$ cat src/local_binary_pattern_3x3_macros.svh
// Assertion macros for the 3x3 local binary pattern block.
// Used by the top level only; no other dependencies.
`ifndef LOCAL_BINARY_PATTERN_3X3_MACROS_SVH
`define LOCAL_BINARY_PATTERN_3X3_MACROS_SVH

// Same-cycle implication, disabled during reset.
`define LBP_ASSERT_SAME(label, clk, rst_n, ante, cons) \
    label: assert property (@(posedge clk) disable iff (!rst_n) (ante) |-> (cons)) \
        else $error("lbp3x3 same-cycle check failed");

// Next-cycle implication, disabled during reset.
`define LBP_ASSERT_NEXT(label, clk, rst_n, ante, cons) \
    label: assert property (@(posedge clk) disable iff (!rst_n) (ante) |=> (cons)) \
        else $error("lbp3x3 next-cycle check failed");

`endif

$ cat src/lbp3x3_pkg.sv
// Shared constants and types for the 3x3 local binary pattern block.
// No dependencies.
package lbp3x3_pkg;

    localparam int PIXEL_W       = 8;
    localparam int CODE_W        = 8;
    localparam int ROW_W         = 12;
    localparam int COL_W         = 11;
    localparam int CFG_WIDTH_W   = 12;
    localparam int CFG_HEIGHT_W  = 13;
    localparam int CFG_DATA_W    = 13;
    localparam int CFG_IDX_W     = 1;
    localparam int IN_TDATA_W    = 8;
    localparam int OUT_TDATA_W   = 32;

    localparam logic [CFG_IDX_W-1:0] REG_IMAGE_WIDTH  = 1'd0;
    localparam logic [CFG_IDX_W-1:0] REG_IMAGE_HEIGHT = 1'd1;

    localparam int WIDTH_RESET   = 640;
    localparam int HEIGHT_RESET  = 480;
    localparam int MIN_SIZE      = 3;
    localparam int MAX_HEIGHT    = 4096;
    localparam int MAX_WIDTH_DEF = 2048;

    localparam int FIFO_DEPTH    = 4;
    localparam int FIFO_CNT_W    = 3;

    typedef struct packed {
        logic             emit;
        logic             last;
        logic [ROW_W-1:0] row;
        logic [COL_W-1:0] col;
    } t_pos;

    typedef struct packed {
        logic              last;
        logic [COL_W-1:0]  col;
        logic [ROW_W-1:0]  row;
        logic [CODE_W-1:0] code;
    } t_result;

endpackage

$ cat src/lbp3x3_pos_ctr.sv
// Size registers and raster position counters for the LBP block.
// Depends on lbp3x3_pkg.
module lbp3x3_pos_ctr #(
    parameter int MAX_WIDTH = lbp3x3_pkg::MAX_WIDTH_DEF
) (
    input  logic                             i_clk,
    input  logic                             i_rst_n,
    input  logic                             i_cfg_we,
    input  logic [lbp3x3_pkg::CFG_IDX_W-1:0] i_cfg_idx,
    input  logic [lbp3x3_pkg::CFG_DATA_W-1:0] i_cfg_data,
    input  logic                             i_advance,
    input  logic                             i_frame_start,
    output logic [$clog2(MAX_WIDTH)-1:0]     o_addr,
    output lbp3x3_pkg::t_pos                 o_pos
);
    import lbp3x3_pkg::*;

    localparam int CW  = $clog2(MAX_WIDTH);
    localparam int CWW = CW + 1;

    function automatic logic [CWW-1:0] clamp_width(input logic [CFG_WIDTH_W-1:0] v);
        logic [31:0] t;
        t = 32'(v);
        if (t < 32'(MIN_SIZE)) t = 32'(MIN_SIZE);
        if (t > 32'(MAX_WIDTH)) t = 32'(MAX_WIDTH);
        return CWW'(t);
    endfunction

    function automatic logic [CFG_HEIGHT_W-1:0] clamp_height(
        input logic [CFG_HEIGHT_W-1:0] v
    );
        logic [31:0] t;
        t = 32'(v);
        if (t < 32'(MIN_SIZE)) t = 32'(MIN_SIZE);
        if (t > 32'(MAX_HEIGHT)) t = 32'(MAX_HEIGHT);
        return CFG_HEIGHT_W'(t);
    endfunction

    logic [CWW-1:0]          r_w_eff;
    logic [CFG_HEIGHT_W-1:0] r_h_eff;
    logic [CW-1:0]           r_col, n_col, col_now, col_m1;
    logic [ROW_W-1:0]        r_row, n_row, row_now;
    logic [CWW-1:0]          col_inc, w_last;
    logic [CFG_HEIGHT_W-1:0] row_inc, h_last;

    always_ff @(posedge i_clk) begin
        if (!i_rst_n) begin
            r_w_eff <= clamp_width(CFG_WIDTH_W'(WIDTH_RESET));
            r_h_eff <= clamp_height(CFG_HEIGHT_W'(HEIGHT_RESET));
        end else if (i_cfg_we) begin
            unique case (i_cfg_idx)
                REG_IMAGE_WIDTH:  r_w_eff <= clamp_width(i_cfg_data[CFG_WIDTH_W-1:0]);
                REG_IMAGE_HEIGHT: r_h_eff <= clamp_height(i_cfg_data[CFG_HEIGHT_W-1:0]);
                default: ;
            endcase
        end
    end

    always_comb begin
        col_now = i_frame_start ? '0 : r_col;
        row_now = i_frame_start ? '0 : r_row;
        col_inc = {1'b0, col_now} + CWW'(1);
        row_inc = {1'b0, row_now} + CFG_HEIGHT_W'(1);
        w_last  = r_w_eff - CWW'(1);
        h_last  = r_h_eff - CFG_HEIGHT_W'(1);
        col_m1  = col_now - CW'(1);
        if (col_inc >= r_w_eff) begin
            n_col = '0;
            n_row = (row_inc >= r_h_eff) ? '0 : row_inc[ROW_W-1:0];
        end else begin
            n_col = col_inc[CW-1:0];
            n_row = row_now;
        end
        o_pos.emit = (row_now >= ROW_W'(2)) && (col_now >= CW'(2));
        o_pos.last = ({1'b0, row_now} == h_last) && ({1'b0, col_now} == w_last);
        o_pos.row  = row_now - ROW_W'(1);
        o_pos.col  = COL_W'(32'(col_m1));
    end

    always_ff @(posedge i_clk) begin
        if (!i_rst_n) begin
            r_col <= '0;
            r_row <= '0;
        end else if (i_advance) begin
            r_col <= n_col;
            r_row <= n_row;
        end
    end

    assign o_addr = col_now;

endmodule

$ cat config.mk
export PLATFORM = sky130hd
export DESIGN_NAME = lbp3x3_pos_ctr
export DESIGN_NICKNAME = d
export VERILOG_FILES = /design/src/local_binary_pattern_3x3_macros.svh /design/src/lbp3x3_pkg.sv /design/src/lbp3x3_pos_ctr.sv
export SDC_FILE = /design/constraint.sdc
export NUM_CORES = 1
export LEC_CHECK = 0
export BUFFER_PORTS_ARGS = -buffer_cell sky130_fd_sc_hd__clkbuf_2
export CAP_MARGIN = 20
export CORE_AREA = 2 2 119 75
export DETAILED_ROUTE_END_ITERATION = 12
export DIE_AREA = 0 0 121 77
export GPL_TIMING_DRIVEN = 0
export PLACE_DENSITY = 0.86
export SKIP_LAST_GASP = 1
export SLEW_MARGIN = 20
export SYNTH_ARGS = -nofsm -noshare
export SYNTH_HDL_FRONTEND = slang
export SYNTH_SLANG_ARGS = --single-unit
$ cat constraint.sdc
create_clock -name i_clk -period 3.4 [get_ports i_clk]
set_input_delay 0.17 -clock i_clk [delete_from_list [all_inputs] [get_ports i_clk]]
set_output_delay 0.17 -clock i_clk [all_outputs]
set_load 0.1 [all_outputs]
# == Yosys cells after proc, flatten, opt, wreduce, memory -nomap -nowiden ==
# Cells that the tools add are included.
# op_classes
add_sub_neg,6
multipliers,0
div_mod_pow,0
n_lt_le_gt_ge,8
n_eq_ne,2
n_shift,0
n_mux,15
bitwise,1
n_reduce_logical,4
# ops
operator,count
2-to-1 mux 32 bit,6
2-to-1 mux 12 bit,5
"greater-than comparator 32 x 12 -> 1 bit, second input constant",1
"greater-than comparator 32 x 13 -> 1 bit, second input constant",1
2-to-1 mux 13 bit,2
"subtractor 12 x 1 -> 12 bit, second input constant",2
2-to-1 mux 11 bit,2
"adder 12 x 1 -> 13 bit, second input constant",1
== test 12 x 13 -> 1 bit,1
>= comparator 13 bit,1
"< comparator 13 x 2 -> 1 bit, second input constant",1
"subtractor 13 x 1 -> 13 bit, second input constant",1
"adder 11 x 1 -> 12 bit, second input constant",1
== test 11 x 12 -> 1 bit,1
>= comparator 12 bit,1
">= comparator 12 x 2 -> 1 bit, second input constant",1
"< comparator 12 x 2 -> 1 bit, second input constant",1
">= comparator 11 x 2 -> 1 bit, second input constant",1
"subtractor 11 x 1 -> 11 bit, second input constant",1
AND reduction 2 bit,2
logical AND 1 bit,2
NOT 1 bit,1
# totals
reg_bits,48
latch_bits,0
mem_bits_rw,0
rom_bits,0
input_bits,19
out_inout_bits,36
elab_cells,40
n_memories,0

# == Logic depth before layout (Yosys ltp) ==
# Gate-level depths: netlist of run 1.
# depth
depth_word,7
mapped_depth,18
ltp_nobuf,14

# == Least setup slack after synthesis of run 1 ==
# OpenSTA, ideal clock, no wires.
# synth_path
path_kind,input to output
start,input i_frame_start
end,output o_pos[23] in the netlist's numbering
arrival_ns,6.771
required_ns,3.230
path_slack_ns,-3.541
cell_stages,12
cell_sequence,buf_2 -> buf_2 -> buf_2 -> clkinv_1 -> nand2_1 -> inv_1 -> ha_1 -> nand3_1 -> or4_1 -> a2111oi_2 -> o311ai_1 -> nor4_1
# synth_lines
element,line_no,source
"start, declared",lbp3x3_pos_ctr.sv:12,"input logic i_frame_start,"
"end, declared",lbp3x3_pos_ctr.sv:14,output lbp3x3_pkg::t_pos o_pos

# == Worst setup path in the final report of run 1 ==
# layout_path
start,register r_row[0]
end,register r_row[11]
# layout_between
elab_chain_len,5
# layout_rtl
element,line_no,source
"start, declared",lbp3x3_pos_ctr.sv:42,"logic [ROW_W-1:0] r_row, n_row, row_now;"
"start signal, assigned",lbp3x3_pos_ctr.sv:86,r_row <= n_row;
2-to-1 mux 12 bit (*),lbp3x3_pos_ctr.sv:61,row_now = i_frame_start ? '0 : r_row;
adder 12 x 1 -> 13 bit (*),lbp3x3_pos_ctr.sv:63,"row_inc = {1'b0, row_now} + CFG_HEIGHT_W'(1);"
>= comparator 13 bit,lbp3x3_pos_ctr.sv:69,n_row = (row_inc >= r_h_eff) ? '0 : row_inc[ROW_W-1:0];
2-to-1 mux 12 bit (*),lbp3x3_pos_ctr.sv:69,
2-to-1 mux 12 bit (*),lbp3x3_pos_ctr.sv:67,if (col_inc >= r_w_eff) begin
# Every way passes the cells marked *; elsewhere a longest branch is shown, timed or not.
# A chain may end at the register's enable or synchronous reset.

==> results of run 1 <==
## cells by family (layout without fill, tap and decap cells)
| kind of cell | Yosys count | count (layout) |
|---|---|---|
| multiplexers | 2 | 2 |
| adder cells (fa/ha/maj) | 33 | 33 |
| AO/OA/AOI/OAI | 125 | 125 |
| flip-flops | 48 | 48 |
| XOR/XNOR | 51 | 51 |
| buffers and inverters | 75 | 147 |
| AND/OR/NAND/NOR | 240 | 240 |
## cells in the final DEF (no fill, tap or decap), types with 5 or more instances in the layout
master	netlist	final
nand2_1	31	30
xor2_1	14	13
buf_4	1	19
a221o_1	6	6
a22oi_1	11	11
nor3_1	17	14
dfxtp_1	48	38
nor3b_1	6	6
o21ai_0	19	16
clkbuf_16	0	5
nor2_1	61	59
and3_1	14	11
nor2b_1	23	20
clkbuf_1	27	17
inv_1	38	37
a22o_1	11	11
nor4_1	12	8
nand2b_1	18	18
xnor2_1	34	32
dfxtp_2	0	5
dfxtp_4	0	5
nand4_1	5	5
a21oi_1	36	35
clkbuf_2	0	52
nand3_1	26	25
ha_1	33	29
or3_1	8	8
## final cells by class
| cell class | instances | area, um^2 |
|---|---|---|
| multi-input cells | 451 | 3385 |
| fillers | 673 | 2791 |
| flip-flops and latches | 48 | 985.9 |
| repair buffers | 70 | 409.1 |
| plain buffers | 30 | 183.9 |
| inverters | 39 | 162.7 |
| well taps | 112 | 140.1 |
| clock buffers | 5 | 125.1 |
| clock inverters | 3 | 47.55 |
## power by group
group | leakage (nW) | internal [mW] | switching [mW]
Combinational | 1.71 | 0.116 | 0.241
Clock | 0.0840 | 0.350 | 0.244
Sequential | 0.396 | 0.573 | 0.0250
Total | 2.19 | 1.04 | 0.511
## Yosys cell counts (3+ instances only)
master,count
or3_1,8
o21ai_0,19
ha_1,33
inv_1,38
a22oi_1,11
xnor3_1,3
xor2_1,14
a311oi_1,3
clkbuf_1,27
buf_2,5
nor3b_1,6
and3_1,14
o211ai_1,3
dfxtp_1,48
nand3_1,26
a21oi_1,36
nor3_1,17
nand4_1,5
nand2b_1,18
nor2_1,61
a31oi_1,4
o32ai_1,3
nor2b_1,23
or4_1,3
a221o_1,6
nand2_1,31
nor4_1,12
a211oi_1,4
a22o_1,11
xnor2_1,34
nor4b_1,3
## metal layers
layer	vias to the layer above	track usage	wire, um
li1	2193	-	-
met1	2230	0.4319	6282
met2	295	0.4382	6189
met3	26	0.06994	1633
met4	0	0.08372	213
met5	-	0	0
## stage by stage
stage,total power [mW],std cells
floorplan,0.8631,574
global placement,0.9295,739
detailed placement,0.9414,739
CTS,1.529,752
global route,1.593,758
finish,1.549,758
## what timing repair did
| action | CTS | global route |
|---|---|---|
| resized for setup | 38 | 30 |
| endpoints found under the setup margin | 23 | 25 |
| buffers inserted | 8 | 8 |
| gates cloned | 1 | 0 |
| pin swaps | 6 | 11 |
## worst min-delay path by stage
stage,endpoint,depth (start not counted),slack [ns]
after floorplan,r_h_eff[5],1,0.31
after global placement,r_w_eff[7],2,0.44
after detailed placement,r_w_eff[7],2,0.45
after CTS,r_w_eff[7],2,0.14
after global routing,r_w_eff[7],2,0.15
final,r_w_eff[9],2,0.15
## worst reg2reg max path: stages, from the launching register on
cell and delay (ns):
dfxtp_4 0.39, nor2b_4 0.18, ha_4 0.15, and3_4 0.19
and3_4 0.19, and3_4 0.20, xnor2_2 0.07, nor2_2 0.18
ha_4 0.23, a211oi_4 0.23, o21ai_2 0.09, a2111o_1 0.41
a31oi_4 0.19, and3b_2 0.27, clkbuf_8 0.16, a22o_1 0.14
## sequential cells by signal, summed over array words and instances (netlist names)
name	count
r_col	11
r_h_eff	13
r_row	12
r_w_eff	12
==> metrics, run 1 <==
Min Clock Period, post-route roughly 3.3 ns; biggest fanout along the worst timing path 6; net count after synthesis about 630; worst-case vdd ir drop roughly 0.00019 V; number of global-route vias before repair ~4,400; first-pass GRT wire length roughly 22 mm; number of antenna violations at the first check in global routing 0; Power per Cell Area between 200 and 300 nW/um^2; # diodes 0; fin crit share 0.9772; worst-case clock buffer depth 2; capturing element of the worst setup path r_row[11]; starting density of the core 0.5254; number of top-level pins 55; maximum number of pins on one net before global-route repair 17; vertical die dimension 77 um; Clk pin slew, worst setup/hold paths 0.07 ns; logic depth of the worst path, buffers included 15; Worst setup startpoint r_row[0]; complex-gate fraction of the synthesized area 0.2002; CTS Hold Buffers Added 0; Detail Placement HPWL 10.37 mm; max-capacitance violation count 0; endpoint of the worst register-to-register path r_row[11]; fraction of layout instances using a drive strength above 1 0.2229; clock tree skew after final layout between 0.003 and 0.004 ns; WL per Instance roughly 19 um; Reg-to-Reg Start r_row[0]; worst r2r path cells 15; DR vias/cell between 6 and 7; register-to-register setup slack about 0.077 ns; most area-consuming cells after synthesis dfxtp_1 (22%), ha_1 (9.5%), xnor2_1 (6.9%); total negative setup slack 0 ns; cell occurring most often along the worst timing path and3_4; per-instance average area after synthesis 7.533 um^2; run status complete, no violations; yosys warns 0; critical path cell sequence nor2b_4 > ha_4 > and3_4 > and3_4 > and3_4 > xnor2_2 > nor2_2 > ha_4 > a211oi_4 > o21ai_2 > a2111o_1 > a31oi_4 > and3b_2 > clkbuf_8 > a22o_1; data arrival at the endpoint of the critical path around 3.6 ns; drt initial violations around 640; number of levels the H-tree was split into 2; worst path setup slack after routing between 0.07 and 0.08 ns; Distinct cells, synth 66; share of synthesized area occupied by flip-flops and latches 0.2222; final std cell area, no fill 5439 um^2; launch instance of the worst min-delay path i_cfg_data[9]; area leader, netlist dfxtp_1; HP Class in -> reg; top cell type's share of synthesized area 0.2222; number of hold-slack violations in the final timing report 0; dominant delay contributor by cell family on the critical path simple AND/OR/NAND/NOR gates; Final setup violation count 0; Layout area overhead 25.78%; classification of the worst setup path reg -> reg; core region area between 8000 and 9000 um^2; slew of the pin with the lowest slew margin approximately 0.85 ns; worst-case setup slack after placement -1.121 ns; # port buffers 53; die outline width 121 um; worst-path cell with the longest stage delay a2111o_1; residual antenna-violating net count after detailed routing 0; Post-DP Area about 5000 um^2; weighted congestion reported at the end of routability-driven placement around 0.93; number of synthesized register bits 48; basic-gate share of the synthesized area counting and, or, nand and nor cells 0.2951; Cell Rows 26; final hold slack about 0.15 ns; most frequently used flop master after synthesis dfxtp_1; dominant combinational cell family by area after synthesis simple AND/OR/NAND/NOR gates; TritonCTS buffer count 5; adder-cell share of the synthesized area 0.09549; Post-synth EDFFs 0; detailed-route DRC error count 0; share of the core filled with cells in the final layout 0.6608; Die Outline Area between 9000 and 10,000 um^2; TritonRoute pass-1 iters 8; clock latency at the later pin of the worst-skew pair ~0.30 ns; root buffer selected by CTS clkbuf_16; Mapped Area approximately 4300 um^2; crit end category register; combined global-route utilization of all metal layers 0.2983; Final Routed Wirelength about 14 mm; via count about 4,700; Buffers & Inverters on Critical Path 1; WP data required about 3.6 ns; Critical Path Max Stage Delay 0.41 ns; portion of netlist area occupied by mux cells 0.004919; number of nets in the layout between 600 and 700; async set-reset flop share out of synthesis 0; number of pins exceeding their max-slew limit in the final report 0; Sinks on Clock Net 48; TritonCTS clock tree yes; overall overflow remaining after global route 0; slew margin rel. 0.4270; post-synthesis share of cell area spent on xor and xnor gates 0.1128; leak pwr 2.188 nW; count of mapped cells out of synthesis 574; Worst setup SP type register; top achievable clock speed ~300 MHz
Note: power is estimated with default switching activity, not from simulation.
==> run 2: changes to the inputs <==
- CORE_AREA: 2 2 119 75 -> 2 2 147 92
- DIE_AREA: 0 0 121 77 -> 0 0 149 94
- PLACE_DENSITY: 0.86 -> 0.63
- SLEW_MARGIN: 20 -> default
==> metrics, run 2 (synthesis gave the netlist of run 1 again) <==
clock latency at the later pin of the worst-skew pair 0.29 ns (about the same); crit end category register; Largest Register r_h_eff; number of pins exceeding their max-slew limit in the final report 0 (unchanged); Clk pin slew, worst setup/hold paths 0.06 ns (about the same); Layout area overhead 27.11%; die outline width 149 um (+23%); WL per Instance 17.62 um (-6.7%); flip-flop count of the largest register after layout 13 (unchanged); WP data required 3.64 ns (about the same); TritonRoute pass-1 iters 5 (-3); fraction of layout instances using a drive strength above 1 0.2257 (+0.002747); data arrival at the endpoint of the critical path 3.54 ns (-0.03 ns); first-pass GRT wire length 22.36 mm (+0.53%); overall overflow remaining after global route 0 (unchanged); wl on met1 7.333 mm (+17%); top library cells by usage in the layout, fill and taps aside nor2_1 (60), clkbuf_2 (52), dfxtp_1 (39), inv_1 (37), a21oi_1 (35); # diodes 0 (unchanged); weighted congestion reported at the end of routability-driven placement 0.9109 (-2.2%); internal power consumption 0.9765 mW (-6.0%); run status complete, no violations; cell count after placement 797 (+7.8%); clock tree skew after final layout 0.005811 ns (+0.002600 ns); worst path setup slack after routing 0.09232 ns (+0.01495 ns); total power draw 1.449 mW (-6.5%); endpoint of the worst register-to-register path r_row[11]; number of antenna violations at the first check in global routing 0 (unchanged); worst r2r path cells 15 (unchanged); Reg-to-Reg Start r_row[0]; root buffer selected by CTS clkbuf_16; hold worst-path end r_h_eff[8]; worst-case clock buffer depth 2 (unchanged); Die Outline Area 14,010 um^2 (+50%); sequential group share of total power 0.414 (+0.028); launch instance of the worst min-delay path i_cfg_data[8]; Cell Rows 32 (+23%); residual antenna-violating net count after detailed routing 0 (unchanged); combined global-route utilization of all metal layers 0.2041 (-0.09423); number of levels the H-tree was split into 2 (unchanged); via count 4,582 (-3.4%); final hold slack 0.1547 ns (+0.005467 ns); most common library cell in the layout ignoring fill and taps nor2_1; detailed route wirelength on metal3 1.209 mm (-26%); Power per Cell Area 263.6 nW/um^2 (-7.5%); fraction of power consumed by the clock network 0.347 (-0.037); largest registers r_h_eff x13, r_row x12, r_w_eff x12; vertical die dimension 94 um (+22%); combinational share of power 0.239 (+0.008); number of global-route vias before repair 4,249 (-4.2%); TritonCTS clock tree yes; switching part of the total 0.3260 (-0.003583); Sinks on Clock Net 48 (unchanged); power dissipated by switching net loads 0.4724 mW (-7.5%); top achievable clock speed 302.3 MHz (+0.45%); Min Clock Period, post-route 3.308 ns (-0.01495 ns); # port buffers 53 (unchanged); TritonCTS buffer count 5 (unchanged); starting density of the core 0.3439 (-0.1814); maximum number of pins on one net before global-route repair 16 (-1); instance count along the most critical hold path 2 (unchanged); setup repair after global routing missed its margin true; slew margin rel. 0.4765 (+0.04956); max-capacitance violation count 0 (unchanged); HP Class in -> reg; register-to-register setup slack 0.09 ns (about the same); DR vias/cell 5.608 (-10%); worst-case vdd ir drop 0.0001804 V (-5.8%); Final Routed Wirelength 14.40 mm (+0.54%); classification of the worst setup path reg -> reg; fin crit share 0.9728 (-0.004396); Final setup violation count 0 (unchanged); met2 WL post-DR 5.759 mm (-6.9%); biggest fanout along the worst timing path 6 (unchanged); Detail Placement HPWL 11.30 mm (+9.0%); Final Instance Count excl. Fillers 817 (+7.8%); number of nets in the layout 698 (+0.14%); core region area 12,570 um^2 (+53%); slew of the pin with the lowest slew margin 0.7823 ns (-0.06938 ns); detailed-route DRC error count 0 (unchanged); Worst setup SP type register; number of top-level pins 55 (unchanged); number of hold-slack violations in the final timing report 0 (unchanged); drt initial violations 362 (-43%); top routing layer in use met4; leak pwr 2.190 nW (about the same); worst-case setup slack after placement -1.080 ns (+0.04143 ns)
==> run 2: cell count changes in the layout (fill, tap and decap cells not counted), moves of 2 or more <==
cell / change
clkinv_2: +2
clkinv_4: -2
dfxtp_4: -2
xnor2_1: -2
xnor2_2: +2
==> run 2: final cells by class <==
type | instances | area (um^2)
fill | 1270 | 7076
multi-input combinational | 451 | 3395
sequential | 48 | 979.7
timing repair buffer | 71 | 424.2
tap | 170 | 212.7
buffer | 30 | 173.9
inverter | 39 | 162.7
clock buffer | 6 | 138.9
clock inverter | 2 | 10.01
==> run 2: routing by layer <==
metal  up-vias  global-route usage
met1      2164              0.3132
met2       197              0.2953
met3        15             0.03883
met5         -                   0
met4         0             0.03333
li1       2206                   -
==> run 2: critical path: stages, from the launching register on <==
cell and delay (ns):
dfxtp_4 0.38, nor2b_4 0.19, ha_4 0.16, and3_4 0.18, and3_4 0.21, and3_4 0.19, xnor2_2 0.06, nor2_2 0.16
ha_4 0.23, a211oi_2 0.20, o21ai_1 0.10, a2111o_1 0.43, a31oi_4 0.19, and3b_2 0.29, buf_8 0.14, a22o_1 0.12
==> run 2: timing repair <==
item,CTS,global route
hold buffers,0,0
pin swaps,4,18
gates resized for setup,42,26
cloned,1,0
setup endpoints to repair,24,24
setup buffers,5,12
==> run 2: worst max path at each step <==
stage                       start  slack, ns         to  cells after the start
CTS                      r_row[3]      0.009  r_row[11]                     14
global placement    i_frame_start      -0.92   r_row[9]                     18
global route             r_row[0]      -0.05   r_row[5]                     15
finish                   r_row[0]       0.09  r_row[11]                     15
floorplan           i_frame_start      -0.56  o_pos[23]                     12
detailed placement  i_frame_start      -1.08  r_row[11]                     19
==> run 2: power by group through the flow <==
stage                     registers, mW  logic [mW]  clock network [mW]
after CTS                         0.600       0.337               0.507
after detailed placement          0.613       0.332                   0
after floorplan                   0.603       0.260                   0
after global placement            0.612       0.325                   0
final                             0.600       0.346               0.503
after global routing              0.602       0.371               0.536
==> run 2: stage by stage <==
step	utilization	cell area, um^2	TNS, ns
5_1_grt	0.4372	5497	-0.4533
4_1_cts	0.4209	5291	0
3_5_place_dp	0.3948	4964	-18.78
2_1_floorplan	-	4486	-9.469
6_report	0.4372	5497	0
3_3_place_gp	0.3948	4964	-15.77
==> run 3: changes to the inputs <==
- BUFFER_PORTS_ARGS: -buffer_cell sky130_fd_sc_hd__clkbuf_2 -> -buffer_cell sky130_fd_sc_hd__buf_4
- clock period: 3.4 -> 2.85 ns (I/O delays scaled with it)
==> metrics, run 3 (synthesis gave the netlist of run 1 again) <==
Final Instance Count excl. Fillers 841 (+2.9%); flip-flop count of the largest register after layout 13 (unchanged); Storage cell area 1001 um^2 (+2.2%); residual antenna-violating net count after detailed routing 0 (unchanged); number of nets in the layout 722 (+3.4%); number of pins exceeding their max-slew limit in the final report 0 (unchanged); Cell Rows 32 (unchanged); run status complete, but fails checks; cell count after placement 797 (unchanged); TritonRoute pass-1 iters 5 (unchanged); via count 4,810 (+5.0%); failing checks setup timing; most common library cell in the layout ignoring fill and taps buf_4; overall overflow remaining after global route 0 (unchanged); worst-case vdd ir drop 0.0002755 V (+53%); max-capacitance violation count 0 (unchanged); Sinks on Clock Net 48 (unchanged); Power per Cell Area 305.2 nW/um^2 (+16%); number of hold-slack violations in the final timing report 0 (unchanged); combined global-route utilization of all metal layers 0.2227 (+0.01857); vertical die dimension 94 um (unchanged); fraction of layout instances using a drive strength above 1 0.3353 (+0.1097); crit end category register; Largest Register r_h_eff; Final setup violation count 15 (+15); TritonCTS clock tree yes; # port buffers 53 (unchanged); top achievable clock speed 316.8 MHz (+4.8%); TritonCTS buffer count 5 (unchanged); number of levels the H-tree was split into 2 (unchanged); total negative setup slack -3.736 ns (-3.736 ns); WL per Instance 18.54 um (+5.2%); multi-input gate area in the final layout 3740 um^2 (+10%); worst-case clock buffer depth 2 (unchanged); Detail Placement HPWL 11.24 mm (-0.52%); number of top-level pins 55 (unchanged); first-pass GRT wire length 24.14 mm (+8.0%); DR vias/cell 5.719 (+2.0%); number of global-route vias before repair 4,426 (+4.2%); biggest fanout along the worst timing path 5 (-1); top library cells by usage in the layout, fill and taps aside buf_4 (89), nor2_1 (56), inv_1 (35), dfxtp_1 (34); WP data required 3.09 ns (-0.55 ns); Worst setup SP type register; leak pwr 2.490 nW (+14%); # diodes 0 (unchanged); worst-case setup slack after placement -1.504 ns (-0.4248 ns); drt initial violations 355 (-1.9%); worst path setup slack after routing -0.3069 ns (-0.3992 ns); classification of the worst setup path reg -> reg; number of fill cells in the layout 1,190 (-6.3%); fin crit share 1.108 (+0.1348); core region area 12,570 um^2 (unchanged); clock tree skew after final layout 0.008401 ns (+0.002589 ns); HP Class in -> reg; Die Outline Area 14,010 um^2 (unchanged); Final Routed Wirelength 15.59 mm (+8.3%); die outline width 149 um (unchanged); slew margin rel. 0.4943 (+0.01776); clock latency at the later pin of the worst-skew pair 0.30 ns (about the same); data arrival at the endpoint of the critical path 3.40 ns (-0.14 ns); setup repair after global routing missed its margin true; root buffer selected by CTS clkbuf_16; detailed-route DRC error count 0 (unchanged); Clk pin slew, worst setup/hold paths 0.07 ns (about the same); CTS Hold Buffers Added 0 (unchanged); Min Clock Period, post-route 3.157 ns (-0.1508 ns); slew of the pin with the lowest slew margin 0.7585 ns (-0.02375 ns); Layout area overhead 45.75%; starting density of the core 0.3439 (unchanged); total power draw 1.924 mW (+33%); weighted congestion reported at the end of routability-driven placement 0.8914 (-2.1%); number of antenna violations at the first check in global routing 0 (unchanged); maximum number of pins on one net before global-route repair 16 (unchanged); largest registers r_h_eff x13, r_row x12, r_w_eff x12
run 3: cell count changes in the layout (fill, tap and decap cells not counted), sizes merged:
cell    delta
clkinv     -1
bufinv     +1
clkbuf    -55
buf       +79
run 3: path summary, 6_finish.rpt:
check / slack [ns] / endpoint / start / depth (start not counted)
max: -0.31 / r_row[11] / r_row[0] / 16
min: 0.11 / r_h_eff[8] / i_cfg_data[8] / 2
min reg2reg: 0.51 / r_row[11] / r_row[11] / 1
max reg2reg: -0.31 / r_row[11] / r_row[0] / 16
run 3: routing by layer:
layer  track usage  vias up  wire (um)
met5             0        -          0
met4       0.05159        0        163
met3       0.05583       13       1496
met2        0.3130      222       6481
met1        0.3350     2323       7451
li1              -     2252          -
run 3: what timing repair did:
action | CTS | global route
pin swaps | 34 | 28
buffers inserted | 29 | 14
gates cloned | 2 | 0
gates resized for setup | 87 | 56
setup endpoints to repair | 28 | 27
run 3: critical path, cell delays in order, from the launching register on:
cell	delay, ns
dfxtp_4	0.36
nor2b_4	0.17
ha_4	0.15
and3_4	0.18
and3_4	0.19
buf_6	0.11
nand3_4	0.06
xor2_2	0.15
nor2_2	0.18
ha_1	0.27
nand3_2	0.08
nor2_2	0.03
a2111o_1	0.45
a31oi_4	0.17
and3b_2	0.27
buf_8	0.13
a22o_1	0.13
run 3: stage by stage:
| stage | hold slack (ns) | instance area [um^2] | utilization |
|---|---|---|---|
| 5_1_grt | 0.1056 | 6302 | 0.5013 |
| 4_1_cts | 0.09714 | 5942 | 0.4726 |
| 3_3_place_gp | 0.3997 | 5151 | 0.4097 |
| 6_report | 0.1065 | 6302 | 0.5013 |
| 2_1_floorplan | 0.2812 | 4541 | - |
| 3_5_place_dp | 0.4030 | 5151 | 0.4097 |
run 3: area by class of cell:
type / instances / area share
multi-input cells: 451 / 0.5934
flip-flops and latches: 48 / 0.1588
repair buffers: 98 / 0.1294
well taps: 170 / 0.03375
plain buffers: 27 / 0.03057
inverters: 39 / 0.02581
clock buffers: 6 / 0.02204
clock inverters: 2 / 0.006154
run 3: power by group:
part	leakage, nW	internal (mW)	switching [mW]
clock	0.0871	0.440	0.276
combinational	2.00	0.191	0.306
sequential	0.399	0.681	0.0298
total	2.49	1.31	0.612
